**config.mk**
```make
export PLATFORM = sky130hd
export DESIGN_NAME = sfca_lane
export DESIGN_NICKNAME = d
export VERILOG_FILES = /design/src/rtl/sfca_pkg.sv /design/src/rtl/sfca_lane.sv
export SDC_FILE = /design/constraint.sdc
export NUM_CORES = 2
export LEC_CHECK = 0
export BUFFER_PORTS_ARGS = -buffer_cell sky130_fd_sc_hd__clkbuf_2
export CAP_MARGIN = 15
export CELL_PAD_IN_SITES_DETAIL_PLACEMENT = 2
export CELL_PAD_IN_SITES_GLOBAL_PLACEMENT = 2
export CORE_MARGIN = 1.5
export CORE_UTILIZATION = 30
export DETAILED_ROUTE_END_ITERATION = 7
export GPL_ROUTABILITY_DRIVEN = 1
export PLACE_DENSITY = 0.75
export SYNTH_ARGS = -nofsm -noshare
export SYNTH_HDL_FRONTEND = slang
export SYNTH_SLANG_ARGS = --single-unit
```
**constraint.sdc**
```tcl
create_clock -name i_clk -period 34.5 [get_ports i_clk]
set_input_delay 6.9 -clock i_clk [delete_from_list [all_inputs] [get_ports i_clk]]
set_output_delay 6.9 -clock i_clk [all_outputs]
set_load 0.01 [all_outputs]
```
**src/rtl/sfca_pkg.sv**
```systemverilog
// Shared types and constants for the sensor frame converter.
package sfca_pkg;

    localparam int LANES   = 9;
    localparam int READ_W  = 48;
    localparam int IDX_W   = 4;
    localparam int CODE_W  = 5;
    localparam int MAG_W   = 28;

    localparam logic [2:0] ACT_TEMP   = 3'd0;
    localparam logic [2:0] ACT_HUM    = 3'd1;
    localparam logic [2:0] ACT_PRES   = 3'd2;
    localparam logic [2:0] ACT_MOVE   = 3'd3;
    localparam logic [2:0] ACT_BRIGHT = 3'd4;

    localparam logic [7:0] LEN_TEMP   = 8'd4;
    localparam logic [7:0] LEN_HUM    = 8'd4;
    localparam logic [7:0] LEN_PRES   = 8'd6;
    localparam logic [7:0] LEN_MOVE   = 8'd18;
    localparam logic [7:0] LEN_BRIGHT = 8'd2;

    // present mask bit positions
    localparam int BIT_TEMP   = 0;
    localparam int BIT_HUM    = 1;
    localparam int BIT_MOVE   = 2;
    localparam int BIT_PRES   = 3;
    localparam int BIT_BRIGHT = 4;

    // highest quantity code of each group
    localparam logic [CODE_W-1:0] CODE_HEADER   = 5'd0;
    localparam logic [CODE_W-1:0] CODE_TEMP_END = 5'd2;
    localparam logic [CODE_W-1:0] CODE_HUM_END  = 5'd4;
    localparam logic [CODE_W-1:0] CODE_PRES_END = 5'd6;
    localparam logic [CODE_W-1:0] CODE_MOVE_END = 5'd15;
    localparam logic [CODE_W-1:0] CODE_BRIGHT   = 5'd16;

    localparam logic CFG_REQUIRED = 1'b0;
    localparam logic CFG_ACCEL    = 1'b1;

    typedef struct packed {
        logic               en;
        logic [IDX_W-1:0]   idx;
        logic [READ_W-1:0]  value;
    } t_wr;

    // divisor a lane applies after its numerator is scaled
    typedef enum logic [1:0] {
        DIV_ONE = 2'd0,
        DIV_25  = 2'd1,
        DIV_131 = 2'd2
    } t_div;

    typedef enum logic [3:0] {
        S_IDLE  = 4'b0001,
        S_CONV  = 4'b0010,
        S_CHECK = 4'b0100,
        S_EMIT  = 4'b1000
    } t_state;

endpackage

```
**src/rtl/sfca_lane.sv**
```systemverilog
// One conversion lane: pass through or divide by 25 or 131 via reciprocal multiply of four partial products, sign.
module sfca_lane
    import sfca_pkg::*;
#(
    parameter int NUM_W = 44
) (
    input  logic               i_clk,
    input  logic               i_rst_n,
    input  logic               i_start,
    input  logic               i_neg,
    input  logic [NUM_W-1:0]   i_num,
    input  t_div               i_div,
    output logic               o_busy,
    output logic [READ_W-1:0]  o_q
);

    // floor(n / d) equals (n * ceil(2^SHIFT / d)) >> SHIFT for n below 2^NUM_W and d below 256
    localparam int SHIFT = NUM_W + 8;
    localparam int HALF  = (NUM_W + 5) / 2;
    localparam int ACC_W = 4 * HALF;
    localparam logic [2*HALF-1:0] RECIP_25  =
        (2*HALF)'(((64'd1 << SHIFT) + 64'd24) / 64'd25);
    localparam logic [2*HALF-1:0] RECIP_131 =
        (2*HALF)'(((64'd1 << SHIFT) + 64'd130) / 64'd131);

    logic               r_busy;
    logic [1:0]         r_step;
    logic [NUM_W-1:0]   r_num;
    t_div               r_div;
    logic               r_neg;
    logic [ACC_W-1:0]   r_acc;
    logic [2*HALF-1:0]  num_ext;
    logic [2*HALF-1:0]  recip;
    logic [HALF-1:0]    op_a;
    logic [HALF-1:0]    op_b;
    logic [2*HALF-1:0]  part;
    logic [ACC_W-1:0]   part_sh;
    logic [NUM_W-1:0]   quo;
    logic [63:0]        quo_ext;
    logic [READ_W-1:0]  mag;

    assign num_ext = (2*HALF)'(r_num);
    assign recip   = (r_div == DIV_131) ? RECIP_131 : RECIP_25;

    // Walk the four half-width partial products, one per cycle.
    always_comb begin
        unique case (r_step)
            2'd0: begin
                op_a = num_ext[HALF-1:0];
                op_b = recip[HALF-1:0];
            end
            2'd1: begin
                op_a = num_ext[HALF-1:0];
                op_b = recip[2*HALF-1:HALF];
            end
            2'd2: begin
                op_a = num_ext[2*HALF-1:HALF];
                op_b = recip[HALF-1:0];
            end
            default: begin
                op_a = num_ext[2*HALF-1:HALF];
                op_b = recip[2*HALF-1:HALF];
            end
        endcase
    end

    assign part = op_a * op_b;

    always_comb begin
        unique case (r_step)
            2'd0:    part_sh = ACC_W'(part);
            2'd3:    part_sh = ACC_W'(part) << (2*HALF);
            default: part_sh = ACC_W'(part) << HALF;
        endcase
    end

    always_ff @(posedge i_clk) begin
        if (!i_rst_n) begin
            r_busy <= 1'b0;
            r_step <= '0;
        end else if (i_start) begin
            r_busy <= i_div != DIV_ONE;
            r_step <= '0;
        end else if (r_busy) begin
            r_step <= r_step + 2'd1;
            if (r_step == 2'd3) begin
                r_busy <= 1'b0;
            end
        end
    end

    always_ff @(posedge i_clk) begin
        if (i_start) begin
            r_num <= i_num;
            r_div <= i_div;
            r_neg <= i_neg;
            r_acc <= '0;
        end else if (r_busy) begin
            r_acc <= r_acc + part_sh;
        end
    end

    assign quo     = (r_div == DIV_ONE) ? r_num : r_acc[SHIFT +: NUM_W];
    assign quo_ext = 64'(quo);
    assign mag     = quo_ext[READ_W-1:0];
    assign o_q     = r_neg ? (~mag + 1'b1) : mag;
    assign o_busy  = r_busy;

endmodule

```
==> out/qor.txt <==
Setup violators final -> 0
Number of synthesized flops with an enable pin -> 47
Vias post-DR -> 26000
Worst min path class -> reg2reg
CTS tree -> done
Post-CTS Hold Buffers -> 0
Largest net degree at the start of global routing -> 67
Chip width -> 322 um
Core Area -> 100000 um2
Clock-pin slew on the worst setup and hold paths -> 0.08 ns
Max-cap violation count -> 0
Tcrit/Tclk final -> 41.3%
Share of cells above drive strength 1 -> 5.74%
Vias per Instance -> 5.21
IO Pins -> 99
Fin cells -> 4999
Placed cells -> 4966
First-pass GRT wire length -> 189 mm
Vias in the first global route -> 28900
Site Rows -> 116
Mapped Area -> 30500 um2
Highest clock rate -> 70.2 MHz
Final slew viol count -> 0
Yosys warns -> 0
Cells after Synth -> 3615
Total grt overflow -> 0
Postcts setup bufs -> 0
CP Capture Type -> register
Status -> finished, final reports clean
Worst rel slew slack -> 22.2%
GP Congestion -> 0.974
Routed wire per std cell -> 25.1 um
Layout Nets -> 4434
Worst skew pair latency -> 0.48 ns
Crit path largest cell delay -> 0.89 ns
Die area -> 104000 um2
Hold violation total from the final report -> 0
Capture point of the critical path -> r_acc[95]
Most frequent cells in the layout -> 715 x inv_1, 429 x fa_1, 327 x ha_1
Drt total wl -> 126 mm
Arr. time, crit path -> 14.59 ns
Initial core utilization -> 30.4%
Tmin final -> 14.24 ns
RR Startpoint -> r_step[0]
HPWL after DPL -> 108 mm
Worst clock skew -> 0.0167 ns
Antenna violations before repair -> 3
DRC -> 0
Synthesized area per cell -> 8.45 um2
Slew @ Worst Pin -> 1.17 ns
Sink Count -> 146
H-Tree Depth -> 4
Post-cts resize count -> 0
Design Area, Final -> 33100 um2
CTS max path bufs -> 2
Ys async rst share -> 0%
CP Max Fanout -> 13
Synthesized net count -> 4421
Crit Path Class -> reg2reg
P&R area growth vs syn -> 8.29%
Placed cell areas -> 32500 um2
Drt first pass iters -> 7
ANT nets after route -> 0
Crit Reg-Reg Endpoint -> r_acc[95]
CTS Root Cell -> clkbuf_16
RSZ-0062 raised after global routing -> no
CP Data Required Time -> 34.85 ns
Port bufs -> 98
Commonest non-fill, non-tap cell in the layout -> inv_1
Reg2Reg Setup Slack -> 20.26 ns
Top FF cell, synth -> dfxtp_1
Crit. Startpoint -> r_step[0]
Global Route Usage Sum -> 24.5%
Register bit total from synthesis -> 146
Total CTS buffers -> 17
Most frequent CP cell -> fa_1
1st-iter DRT viols -> 1561
Worst reg2reg path depth -> 46
Die height -> 322 um
Setup TNS -> 0 ns
Startpoint types -> register
Yosys cell types -> 93
Sequential area share after synthesis -> 11.1%
Slowest CP cell -> mux2i_1
## through the flow
step | setup slack [ns] | util (%) | hold WS (ns)
2_1_floorplan | 23.31 | - | 0.432
3_3_place_gp | 20.75 | 32.3 | 0.453
3_5_place_dp | 20.54 | 32.3 | 0.475
4_1_cts | 20.46 | 32.9 | 0.489
5_1_grt | 19.67 | 32.9 | 0.520
6_report | 20.26 | 32.9 | 0.488
## worst min-delay path by stage
| stage | from | to | slack (ns) | cells after the start |
|---|---|---|---|---|
| finish | r_acc[36] | r_acc[36] | 0.49 | 2 |
| global route | r_acc[26] | r_acc[26] | 0.52 | 1 |
| CTS | r_acc[72] | r_acc[72] | 0.49 | 2 |
| detailed placement | r_acc[26] | r_acc[26] | 0.48 | 1 |
| global placement | r_acc[36] | r_acc[36] | 0.45 | 2 |
| floorplan | r_acc[22] | r_acc[22] | 0.43 | 2 |
## final cells by class
| class | count | area, um2 |
|---|---|---|
| Timing Repair Buffer | 131 | 761 |
| Inverter | 727 | 2730 |
| Clock buffer | 22 | 539 |
| Sequential cell | 146 | 3400 |
| Fill cell | 11500 | 67400 |
| Clock inverter | 10 | 81.3 |
| Antenna cell | 1 | 2.50 |
| Multi-Input combinational cell | 2605 | 23900 |
| Tap cell | 1357 | 1700 |
## sequential cells by signal, indices dropped and copies added, names as in the netlist
| signal | flops |
|---|---|
| o_busy | 1 |
| r_step | 2 |
| r_num | 44 |
| r_acc | 96 |
| r_div | 2 |
| r_neg | 1 |
## layer usage
layer | part of all wire (%) | global-route usage, % | vias to the layer above
met5 | 0.0064 | 0 | -
li1 | - | - | 11700
met2 | 48 | 41.3 | 660
met3 | 4.3 | 2.28 | 159
met4 | 3.4 | 8.17 | 2
met1 | 44 | 32.9 | 13600
## synthesized netlist by cell type, drive strengths merged (6+ instances only)
master  count  area share [%]
inv       716             8.8
a221oi      6            0.19
nand2b     79             1.6
clkbuf    113             1.4
a21oi     178             2.9
buf        21            0.32
edfxtp     47             4.6
or3         8            0.16
nor2b      30            0.61
fa        429              28
nor3       63             1.0
nand2     318             3.9
a22o       39             1.1
o31ai      15            0.40
and3       26            0.54
o21bai     39            0.96
nand4      46            0.94
xor2       83             2.4
o211ai      8            0.20
mux2i     119             3.9
dfxtp      99             6.5
ha        327              13
nand3      26            0.43
o21ai     151             2.5
a21o       70             1.7
xnor2      96             2.8
clkinv     11            0.14
or2        10            0.20
a21boi     11            0.27
nor4        7            0.14
o21a       19            0.47
nor2      242             3.0
a31oi      13            0.32
a211oi     12            0.36
and2       65             1.3
## critical path, delay by kind of cell (launching register included)
| kind | cells | cell delay (ns) |
|---|---|---|
| flops | 1 | 0.40 |
| compound gates | 19 | 5.02 |
| buf+inv | 8 | 1.46 |
| xor+xnor | 1 | 0.52 |
| fa+ha+maj | 10 | 4.40 |
| simple gates | 6 | 1.04 |
| mux | 2 | 1.23 |
## cell families (layout without fill, tap and decap cells)
| kind of cell | after synthesis | count (layout) | synth area share (%) |
|---|---|---|---|
| simple gates | 937 | 937 | 14.4 |
| buf+inv | 864 | 890 | 10.8 |
| fa+ha+maj | 756 | 756 | 41.5 |
| compound gates | 611 | 611 | 13.1 |
| xor+xnor | 179 | 179 | 5.13 |
| flops | 146 | 146 | 11.1 |
| mux | 122 | 122 | 4.01 |
| other cells | 0 | 1 | 0 |
Power is left out: the tool's default activity adds up to more than one toggle a clock period on the data nets, which glitch-free logic cannot reach.
